### config.mk
export PLATFORM = sky130hd
export DESIGN_NAME = encoder_speed_stall_monitor
export DESIGN_NICKNAME = d
export VERILOG_FILES = /design/src/design/essm_pkg.sv /design/src/design/essm_div.sv /design/src/design/encoder_speed_stall_monitor.sv
export SDC_FILE = /design/constraint.sdc
export NUM_CORES = 1
export LEC_CHECK = 0
export BUFFER_PORTS_ARGS = -buffer_cell sky130_fd_sc_hd__buf_4
export CAP_MARGIN = 20
export CORE_AREA = 2 2 181 360
export DETAILED_ROUTE_END_ITERATION = 12
export DIE_AREA = 0 0 183 362
export GPL_TIMING_DRIVEN = 0
export PLACE_DENSITY_LB_ADDON = 0.05
export SLEW_MARGIN = 20
export SYNTH_ARGS = -nofsm -noshare
export SYNTH_HDL_FRONTEND = slang
export SYNTH_SLANG_ARGS = --single-unit
### constraint.sdc
create_clock -name clock -period 11.7 [get_ports clock]
set_input_delay 1.17 -clock clock [delete_from_list [all_inputs] [get_ports clock]]
set_output_delay 1.17 -clock clock [all_outputs]
set_load 0.01 [all_outputs]
### src/design/essm_pkg.sv
// ----------------------------------------------------------------------------
// essm_pkg
// types and fixed constants of the encoder speed and stall monitor
// ----------------------------------------------------------------------------
package essm_pkg;

   // speed scale: counts per tick times this, over counts per revolution
   localparam int unsigned RPM_SCALE   = 6000;
   localparam int unsigned SCALE_WIDTH = 13;
   localparam logic [15:0] RPM_MAX     = 16'hFFFF;

   localparam logic [7:0] CHECK_MAX = 8'hFF;

   localparam logic [1:0] DIR_STOP = 2'd0;

   // register indexes
   localparam int unsigned CSR_INDEX_WIDTH = 3;
   localparam logic [2:0] CSR_PULSES_PER_REV    = 3'd0;
   localparam logic [2:0] CSR_STALL_MIN_PWM     = 3'd1;
   localparam logic [2:0] CSR_STALL_CHECKS      = 3'd2;
   localparam logic [2:0] CSR_DIR_CHECKS        = 3'd3;
   localparam logic [2:0] CSR_STALL_GRACE_TICKS = 3'd4;
   localparam logic [2:0] CSR_DIR_GRACE_TICKS   = 3'd5;

   // register reset values
   localparam logic [15:0] RST_PULSES_PER_REV    = 16'd1024;
   localparam logic [15:0] RST_STALL_MIN_PWM     = 16'd10;
   localparam logic [7:0]  RST_STALL_CHECKS      = 8'd50;
   localparam logic [7:0]  RST_DIR_CHECKS        = 8'd5;
   localparam logic [7:0]  RST_STALL_GRACE_TICKS = 8'd20;
   localparam logic [7:0]  RST_DIR_GRACE_TICKS   = 8'd10;

   typedef struct packed {
      logic [31:0] encoder_count;
      logic [1:0]  shaft_dir;
      logic [1:0]  drive_dir;
      logic [15:0] pwm_echo;
   } req_type;

   typedef struct packed {
      logic [15:0] speed_rpm;
      logic [1:0]  measured_dir;
      logic        stall_fault;
      logic        direction_fault;
      logic        motor_enable;
   } rsp_type;

endpackage

### src/design/essm_div.sv
// ----------------------------------------------------------------------------
// essm_div
// bit-serial restoring divider, one dividend bit per cycle, 16-bit saturated
// quotient
// ----------------------------------------------------------------------------
module essm_div #(
   parameter int DIVIDEND_WIDTH = 45
) (
   input  logic                      clock,
   input  logic                      reset,
   input  logic                      start,
   input  logic [DIVIDEND_WIDTH-1:0] dividend,
   input  logic [15:0]               divisor,
   output logic                      done,
   output logic [15:0]               quotient
);

   localparam int CNT_WIDTH = $clog2(DIVIDEND_WIDTH + 1);

   logic                      busy_ff, busy_in;
   logic                      done_ff, done_in;
   logic [CNT_WIDTH-1:0]      cnt_ff, cnt_in;
   logic [DIVIDEND_WIDTH-1:0] num_ff, num_in;
   logic [15:0]               rem_ff, rem_in;
   logic [15:0]               quo_ff, quo_in;
   logic                      sat_ff, sat_in;

   logic [16:0] trial;
   logic [16:0] diff;
   logic        fits;

   assign trial = {rem_ff, num_ff[DIVIDEND_WIDTH-1]};
   assign diff  = trial - {1'b0, divisor};
   assign fits  = trial >= {1'b0, divisor};

   always_comb begin
      busy_in = busy_ff;
      done_in = 1'b0;
      cnt_in  = cnt_ff;
      num_in  = num_ff;
      rem_in  = rem_ff;
      quo_in  = quo_ff;
      sat_in  = sat_ff;
      if (start) begin
         busy_in = 1'b1;
         cnt_in  = CNT_WIDTH'(DIVIDEND_WIDTH);
         num_in  = dividend;
         rem_in  = '0;
         quo_in  = '0;
         sat_in  = 1'b0;
      end else if (busy_ff) begin
         num_in = {num_ff[DIVIDEND_WIDTH-2:0], 1'b0};
         rem_in = fits ? diff[15:0] : trial[15:0];
         quo_in = {quo_ff[14:0], fits};
         // a bit leaving the top means the quotient exceeds 16 bits
         sat_in = sat_ff | quo_ff[15];
         cnt_in = cnt_ff - CNT_WIDTH'(1);
         if (cnt_ff == CNT_WIDTH'(1)) begin
            busy_in = 1'b0;
            done_in = 1'b1;
         end
      end
   end

   always_ff @(posedge clock) begin
      if (reset) begin
         busy_ff <= 1'b0;
         done_ff <= 1'b0;
         cnt_ff  <= '0;
      end else begin
         busy_ff <= busy_in;
         done_ff <= done_in;
         cnt_ff  <= cnt_in;
      end
   end

   always_ff @(posedge clock) begin
      num_ff <= num_in;
      rem_ff <= rem_in;
      quo_ff <= quo_in;
      sat_ff <= sat_in;
   end

   assign done     = done_ff;
   assign quotient = sat_ff ? essm_pkg::RPM_MAX : quo_ff;

endmodule

### src/design/encoder_speed_stall_monitor.sv
// ----------------------------------------------------------------------------
// encoder_speed_stall_monitor
// encoder speed measurement with stall and direction plausibility faults
// ----------------------------------------------------------------------------
// channel  dir   payload                  transfer
// req      in    essm_pkg::req_type       req_valid & req_ready
// rsp      out   essm_pkg::rsp_type       rsp_valid & rsp_ready
// csr      in    csr_index, csr_data      csr_valid & csr_ready (always ready)
//
// a result is formed by the bit-serial divider, which takes one of the
// COUNT_WIDTH + 13 bits of delta*6000 per cycle; a new input is taken only
// once the previous item has left the divider and been loaded into rsp.
// a new item is taken while the previous result still waits on rsp.
// reset is synchronous; registers return to their documented defaults.
// a stalled rsp holds the finished quotient in the divider until taken.
// ----------------------------------------------------------------------------
module encoder_speed_stall_monitor #(
   parameter int COUNT_WIDTH = 32
) (
   input  logic                                   clock,
   input  logic                                   reset,
   input  logic                                   req_valid,
   output logic                                   req_ready,
   input  essm_pkg::req_type                      req_data,
   output logic                                   rsp_valid,
   input  logic                                   rsp_ready,
   output essm_pkg::rsp_type                      rsp_data,
   input  logic                                   csr_valid,
   output logic                                   csr_ready,
   input  logic [essm_pkg::CSR_INDEX_WIDTH-1:0]   csr_index,
   input  logic [15:0]                            csr_data
);

   localparam int DIVIDEND_WIDTH = COUNT_WIDTH + int'(essm_pkg::SCALE_WIDTH);

   localparam logic [1:0] ST_IDLE  = 2'd0;
   localparam logic [1:0] ST_CHECK = 2'd1;
   localparam logic [1:0] ST_DIV   = 2'd2;
   localparam logic [1:0] ST_HOLD  = 2'd3;

   logic [1:0] state_ff, state_in;

   // configuration
   logic [15:0] ppr_ff, ppr_in;
   logic [15:0] stall_min_pwm_ff, stall_min_pwm_in;
   logic [7:0]  stall_checks_ff, stall_checks_in;
   logic [7:0]  dir_checks_ff, dir_checks_in;
   logic [7:0]  stall_grace_ticks_ff, stall_grace_ticks_in;
   logic [7:0]  dir_grace_ticks_ff, dir_grace_ticks_in;

   // monitor state
   logic [COUNT_WIDTH-1:0] last_count_ff, last_count_in;
   logic [1:0]             last_cmd_ff, last_cmd_in;
   logic [7:0]             stall_count_ff, stall_count_in;
   logic                   stall_latched_ff, stall_latched_in;
   logic [7:0]             mismatch_count_ff, mismatch_count_in;
   logic                   dir_latched_ff, dir_latched_in;
   logic [7:0]             stall_grace_ff, stall_grace_in;
   logic [7:0]             dir_grace_ff, dir_grace_in;

   // item in flight
   logic [COUNT_WIDTH-1:0] delta_ff, delta_in;
   logic [1:0]             enc_dir_ff, enc_dir_in;
   logic [1:0]             cmd_dir_ff, cmd_dir_in;
   logic [15:0]            pwm_ff, pwm_in;

   logic              rsp_valid_ff, rsp_valid_in;
   essm_pkg::rsp_type rsp_ff, rsp_in;

   logic                      req_xfer;
   logic                      rsp_free;
   logic                      load_rsp;
   logic [COUNT_WIDTH-1:0]    cur_count;
   logic                      delta_zero;
   logic                      reversal;
   logic [7:0]                stall_grace_eff;
   logic [7:0]                dir_grace_eff;
   logic [7:0]                stall_count_inc;
   logic [7:0]                mismatch_inc;
   logic                      stall_cond;
   logic                      mismatch_cond;
   logic                      div_start;
   logic [DIVIDEND_WIDTH-1:0] dividend;
   logic                      div_done;
   logic [15:0]               div_quotient;

   assign req_ready = (state_ff == ST_IDLE);
   assign req_xfer  = req_valid && req_ready;
   assign rsp_free  = !rsp_valid_ff || rsp_ready;
   assign csr_ready = 1'b1;

   assign cur_count  = req_data.encoder_count[COUNT_WIDTH-1:0];
   assign delta_zero = (delta_ff == '0);

   // reversal: command moves between two non-stop codes
   assign reversal = (cmd_dir_ff != last_cmd_ff) && (last_cmd_ff != essm_pkg::DIR_STOP)
                     && (cmd_dir_ff != essm_pkg::DIR_STOP);
   assign stall_grace_eff = reversal ? stall_grace_ticks_ff : stall_grace_ff;
   assign dir_grace_eff   = reversal ? dir_grace_ticks_ff : dir_grace_ff;

   assign stall_count_inc = (stall_count_ff == essm_pkg::CHECK_MAX) ? stall_count_ff
                                                                     : stall_count_ff + 8'd1;
   assign mismatch_inc    = (mismatch_count_ff == essm_pkg::CHECK_MAX) ? mismatch_count_ff
                                                                        : mismatch_count_ff + 8'd1;

   assign stall_cond    = (pwm_ff > stall_min_pwm_ff) && delta_zero;
   assign mismatch_cond = (cmd_dir_ff != enc_dir_ff) && (cmd_dir_ff != essm_pkg::DIR_STOP)
                          && !delta_zero;

   assign div_start = (state_ff == ST_CHECK);
   assign dividend  = DIVIDEND_WIDTH'(delta_ff) * DIVIDEND_WIDTH'(essm_pkg::RPM_SCALE);

   essm_div #(
      .DIVIDEND_WIDTH(DIVIDEND_WIDTH)
   ) u_div (
      .clock    (clock),
      .reset    (reset),
      .start    (div_start),
      .dividend (dividend),
      .divisor  (ppr_ff),
      .done     (div_done),
      .quotient (div_quotient)
   );

   always_comb begin
      state_in             = state_ff;
      ppr_in               = ppr_ff;
      stall_min_pwm_in     = stall_min_pwm_ff;
      stall_checks_in      = stall_checks_ff;
      dir_checks_in        = dir_checks_ff;
      stall_grace_ticks_in = stall_grace_ticks_ff;
      dir_grace_ticks_in   = dir_grace_ticks_ff;
      last_count_in        = last_count_ff;
      last_cmd_in          = last_cmd_ff;
      stall_count_in       = stall_count_ff;
      stall_latched_in     = stall_latched_ff;
      mismatch_count_in    = mismatch_count_ff;
      dir_latched_in       = dir_latched_ff;
      stall_grace_in       = stall_grace_ff;
      dir_grace_in         = dir_grace_ff;
      delta_in             = delta_ff;
      enc_dir_in           = enc_dir_ff;
      cmd_dir_in           = cmd_dir_ff;
      pwm_in               = pwm_ff;
      load_rsp             = 1'b0;

      if (csr_valid) begin
         unique case (csr_index)
            essm_pkg::CSR_PULSES_PER_REV:    ppr_in               = csr_data;
            essm_pkg::CSR_STALL_MIN_PWM:     stall_min_pwm_in     = csr_data;
            essm_pkg::CSR_STALL_CHECKS:      stall_checks_in      = csr_data[7:0];
            essm_pkg::CSR_DIR_CHECKS:        dir_checks_in        = csr_data[7:0];
            essm_pkg::CSR_STALL_GRACE_TICKS: stall_grace_ticks_in = csr_data[7:0];
            essm_pkg::CSR_DIR_GRACE_TICKS:   dir_grace_ticks_in   = csr_data[7:0];
            default: ;
         endcase
      end

      unique case (state_ff)
         ST_IDLE: begin
            if (req_xfer) begin
               // wraparound delta in the counter's own width
               delta_in      = cur_count - last_count_ff;
               last_count_in = cur_count;
               enc_dir_in    = req_data.shaft_dir;
               cmd_dir_in    = req_data.drive_dir;
               pwm_in        = req_data.pwm_echo;
               state_in      = ST_CHECK;
            end
         end
         ST_CHECK: begin
            last_cmd_in    = cmd_dir_ff;
            stall_grace_in = stall_grace_eff;
            dir_grace_in   = dir_grace_eff;
            // a latched check no longer counts down its grace counter, which still reloads on a reversal
            if (!stall_latched_ff) begin
               if (stall_grace_eff != 8'd0) begin
                  stall_grace_in = stall_grace_eff - 8'd1;
               end else if (stall_cond) begin
                  stall_count_in = stall_count_inc;
                  if (stall_count_inc >= stall_checks_ff) begin
                     stall_latched_in = 1'b1;
                  end
               end else if (!delta_zero) begin
                  stall_count_in = '0;
               end
            end
            if (!dir_latched_ff) begin
               if (dir_grace_eff != 8'd0) begin
                  dir_grace_in = dir_grace_eff - 8'd1;
               end else if (mismatch_cond) begin
                  mismatch_count_in = mismatch_inc;
                  if (mismatch_inc >= dir_checks_ff) begin
                     dir_latched_in = 1'b1;
                  end
               end else begin
                  mismatch_count_in = '0;
               end
            end
            state_in = ST_DIV;
         end
         ST_DIV: begin
            if (div_done) begin
               if (rsp_free) begin
                  load_rsp = 1'b1;
                  state_in = ST_IDLE;
               end else begin
                  state_in = ST_HOLD;
               end
            end
         end
         ST_HOLD: begin
            if (rsp_free) begin
               load_rsp = 1'b1;
               state_in = ST_IDLE;
            end
         end
         default: state_in = ST_IDLE;
      endcase
   end

   always_comb begin
      rsp_valid_in = rsp_valid_ff && !rsp_ready;
      rsp_in       = rsp_ff;
      if (load_rsp) begin
         rsp_valid_in           = 1'b1;
         // a zero divisor would give all ones for a zero delta
         rsp_in.speed_rpm       = delta_zero ? 16'd0 : div_quotient;
         rsp_in.measured_dir    = enc_dir_ff;
         rsp_in.stall_fault     = stall_latched_ff;
         rsp_in.direction_fault = dir_latched_ff;
         rsp_in.motor_enable    = !(stall_latched_ff || dir_latched_ff);
      end
   end

   always_ff @(posedge clock) begin
      if (reset) begin
         state_ff             <= ST_IDLE;
         ppr_ff               <= essm_pkg::RST_PULSES_PER_REV;
         stall_min_pwm_ff     <= essm_pkg::RST_STALL_MIN_PWM;
         stall_checks_ff      <= essm_pkg::RST_STALL_CHECKS;
         dir_checks_ff        <= essm_pkg::RST_DIR_CHECKS;
         stall_grace_ticks_ff <= essm_pkg::RST_STALL_GRACE_TICKS;
         dir_grace_ticks_ff   <= essm_pkg::RST_DIR_GRACE_TICKS;
         last_count_ff        <= '0;
         last_cmd_ff          <= essm_pkg::DIR_STOP;
         stall_count_ff       <= '0;
         stall_latched_ff     <= 1'b0;
         mismatch_count_ff    <= '0;
         dir_latched_ff       <= 1'b0;
         stall_grace_ff       <= '0;
         dir_grace_ff         <= '0;
         rsp_valid_ff         <= 1'b0;
      end else begin
         state_ff             <= state_in;
         ppr_ff               <= ppr_in;
         stall_min_pwm_ff     <= stall_min_pwm_in;
         stall_checks_ff      <= stall_checks_in;
         dir_checks_ff        <= dir_checks_in;
         stall_grace_ticks_ff <= stall_grace_ticks_in;
         dir_grace_ticks_ff   <= dir_grace_ticks_in;
         last_count_ff        <= last_count_in;
         last_cmd_ff          <= last_cmd_in;
         stall_count_ff       <= stall_count_in;
         stall_latched_ff     <= stall_latched_in;
         mismatch_count_ff    <= mismatch_count_in;
         dir_latched_ff       <= dir_latched_in;
         stall_grace_ff       <= stall_grace_in;
         dir_grace_ff         <= dir_grace_in;
         rsp_valid_ff         <= rsp_valid_in;
      end
   end

   always_ff @(posedge clock) begin
      delta_ff   <= delta_in;
      enc_dir_ff <= enc_dir_in;
      cmd_dir_ff <= cmd_dir_in;
      pwm_ff     <= pwm_in;
      rsp_ff     <= rsp_in;
   end

   assign rsp_valid = rsp_valid_ff;
   assign rsp_data  = rsp_ff;

endmodule

==> flow_summary.ini <==
[status]
status = finished clean

[routing]
drt_iter0_markers = 621
num_vias = 17160
wl_per_cell_um = 19.31
met2WireLength_um = 40330
drc = 0
wl_met1_um = 22810
routed-wl-met3_um = 1302
wl_um = 66880
dr.max_layer_used = met5
viasPerCell = 4.952
dr.pass1.iters = 5
drtAntennaViolNets = 0

[layout]
final_common_cell = inv_1
nFillCells = 6606
multi_input_area_um2 = 12900
nets = 3087
ff_latch_area_um2 = 6947
area_growth_pct = 12.78
drive_gt1_share_pct = 6.489
final_cell_mix = inv_1 (505), nand2_1 (309), ha_1 (220)
antennaDiodeCount = 0

[synth]
synth_flop_cell = dfxtp_1
synth_seq_cells = 290
synth_edf_count = 114
synth_cell_types = 75
syn_inst = 2507
async_flop_share_pct = 0
syn-mean-instance-area_um2 = 8.789
syn-num-nets = 2953
synth_area_um2 = 22030
synth.area.top_cells = dfxtp_1 (16%), edfxtp_1 (16%), fa_1 (14%)
yosysSeqAreaShare_pct = 31.53
synth.top_cell.area_share_pct = 15.99
synth_area_leader_cell = dfxtp_1
yosysWarnings = 0

[clock_network]
h-tree-depth = 1
cts_tree = done
cts_buffers = 31
numClockSinks = 290
clk_path_buf_depth = 3
postCtsHoldBufs = 0
ctsResizeCount = 0
clk_latency_ns = 0.62
clk_pin_slew_ns = 0.06
cts_setup_buffers = 0
cts_root_buf = clkbuf_16

[floorplan]
die_h_um = 362
dieArea_um2 = 66250
core_um2 = 63600
ios = 100
fp.dieW_um = 183
initial_core_util_pct = 34.65
rows = 131

[setup_path]
crit_fanout = 9
slowest_delay_ns = 0.65
worstPathCellList = fa_1 -> inv_1 -> fa_1 -> inv_1 -> fa_1 -> inv_1 -> fa_1 -> inv_1 -> ha_1 -> clkbuf_1 -> a21oi_1 -> nor2_1 -> o41ai_1 -> nand3_1 -> o21ai_0 -> nand2_1 -> a31oi_1 -> or4b_2 -> nand3_1
path_class = reg2reg
setup.worst_path.end = u_div.num_ff[44]
arrival_ns = 6.57
r2r-end = u_div.num_ff[44]
cp-start-kind = flip-flop
crit_start = delta_ff[21]
r2r_slack_ns = 5.43
r2r_cells = 19
cp_slowest_cell = edfxtp_1
cp-end-kind = flip-flop
crit_required_ns = 12.01
timing.rr.start = delta_ff[21]

[timing]
rsz0062_at_grt = false
skew_ns = 0.03665
period_minus_slack_ns = 6.268
fmax_mhz = 159.5
tightest_slew_ns = 1.092
slew_violations = 0
worst_hold_slack_ns = 0.4512
finalHoldViolCount = 0
finalSetupTns_ns = 0
post-route-period-util_pct = 53.57
slew_headroom_pct = 26.55
setup_violations = 0

[global_route]
grt_pass1_vias = 18390
grt_pass1_wl_um = 104000
grt_max_degree = 26
grt-ovfl-total = 0
antenna_found_initial = 1
grt_use_total_pct = 20.59

[hold_path]
min_path_type = reg2reg
min_from = dir_grace_ff[1]

[run]
timing.max_cap.violations = 0

[place]
io_buffers = 97
dpl.hpwl_um = 54620
gp_congestion = 0.8305
state kept, by name, indices dropped and copies added, names as in the netlist, 6 cells and up:
| signal | flops |
|---|---|
| stall_grace_ticks_ff | 8 |
| stall_count_ff | 8 |
| pwm_ff | 16 |
| u_div.rem_ff | 16 |
| u_div.num_ff | 41 |
| ppr_ff | 16 |
| rsp_data | 21 |
| delta_ff | 32 |
| dir_checks_ff | 8 |
| u_div.quo_ff | 16 |
| stall_min_pwm_ff | 16 |
| stall_checks_ff | 8 |
| u_div.cnt_ff | 6 |
| stall_grace_ff | 8 |
| dir_grace_ff | 8 |
| dir_grace_ticks_ff | 8 |
| last_count_ff | 32 |
| mismatch_count_ff | 8 |
cell usage after synthesis (all sizes together) (9+ instances only):
cell type,number
edfxtp,114
o21ai,99
dfxtp,176
inv,505
nand4,21
and2,9
clkbuf,61
mux2i,38
fa,150
o21bai,13
a21o,44
nor4,10
buf,14
and3,15
a21oi,196
nand3,34
nand2,309
nand2b,14
nor2,156
o21a,13
a211oi,20
a22oi,13
ha,220
nor2b,25
nor3,29
xnor2,58
xor2,43
final cells by class:
type | count | area share [%]
Sequential cell | 290 | 27.95
Tap cell | 798 | 4.018
Buffer | 75 | 1.188
Inverter | 505 | 7.628
Clock inverter | 12 | 0.2366
Multi-Input combinational cell | 1637 | 51.92
Clock buffer | 46 | 3.806
Timing Repair Buffer | 101 | 3.247
metrics by stage:
stage / worst slack [ns] / utilization, % / instance area (µm²) / instances
4_1_cts: 5.350 / 39.08 / 24850 / 3464
5_1_grt: 5.118 / 39.08 / 24850 / 3464
2_1_floorplan: 6.680 / - / 22030 / 2507
3_5_place_dp: 5.375 / 37.50 / 23850 / 3406
6_report: 5.432 / 39.08 / 24850 / 3464
3_3_place_gp: 5.360 / 37.36 / 23760 / 3402
per-layer routing:
layer / track usage (%) / up-vias
met5: 0 / -
met4: 7.153 / 2
met3: 1.616 / 101
met2: 44.50 / 236
met1: 19.33 / 8382
li1: - / 8434
worst max-delay path: cells and delay by family (launching register included):
kind	cells	cell delay, ns
AO/OA/AOI/OAI	4	1.74
buffers and inverters	5	0.42
AND/OR/NAND/NOR	5	0.77
adder cells (fa/ha/maj)	5	2.40
flip-flops	1	0.65
logic make-up after synthesis:
family                   synth area share [%]
AND/OR/NAND/NOR                         13.19
flip-flops                              31.53
adder cells (fa/ha/maj)                 26.12
multiplexers                            1.879
other                                 0.01702
buffers and inverters                   9.937
XOR/XNOR                                4.049
AO/OA/AOI/OAI                           13.28
worst min path at each step:
stage	cells past startpoint	end
finish	2	dir_grace_ff[1]
CTS	2	dir_grace_ff[1]
floorplan	2	dir_grace_ff[2]
global route	2	last_count_ff[12]
global placement	2	dir_grace_ff[2]
detailed placement	2	dir_grace_ff[1]
Power is not shown: default switching activity piles up to over one toggle a cycle in this logic, so the estimate is an artifact.
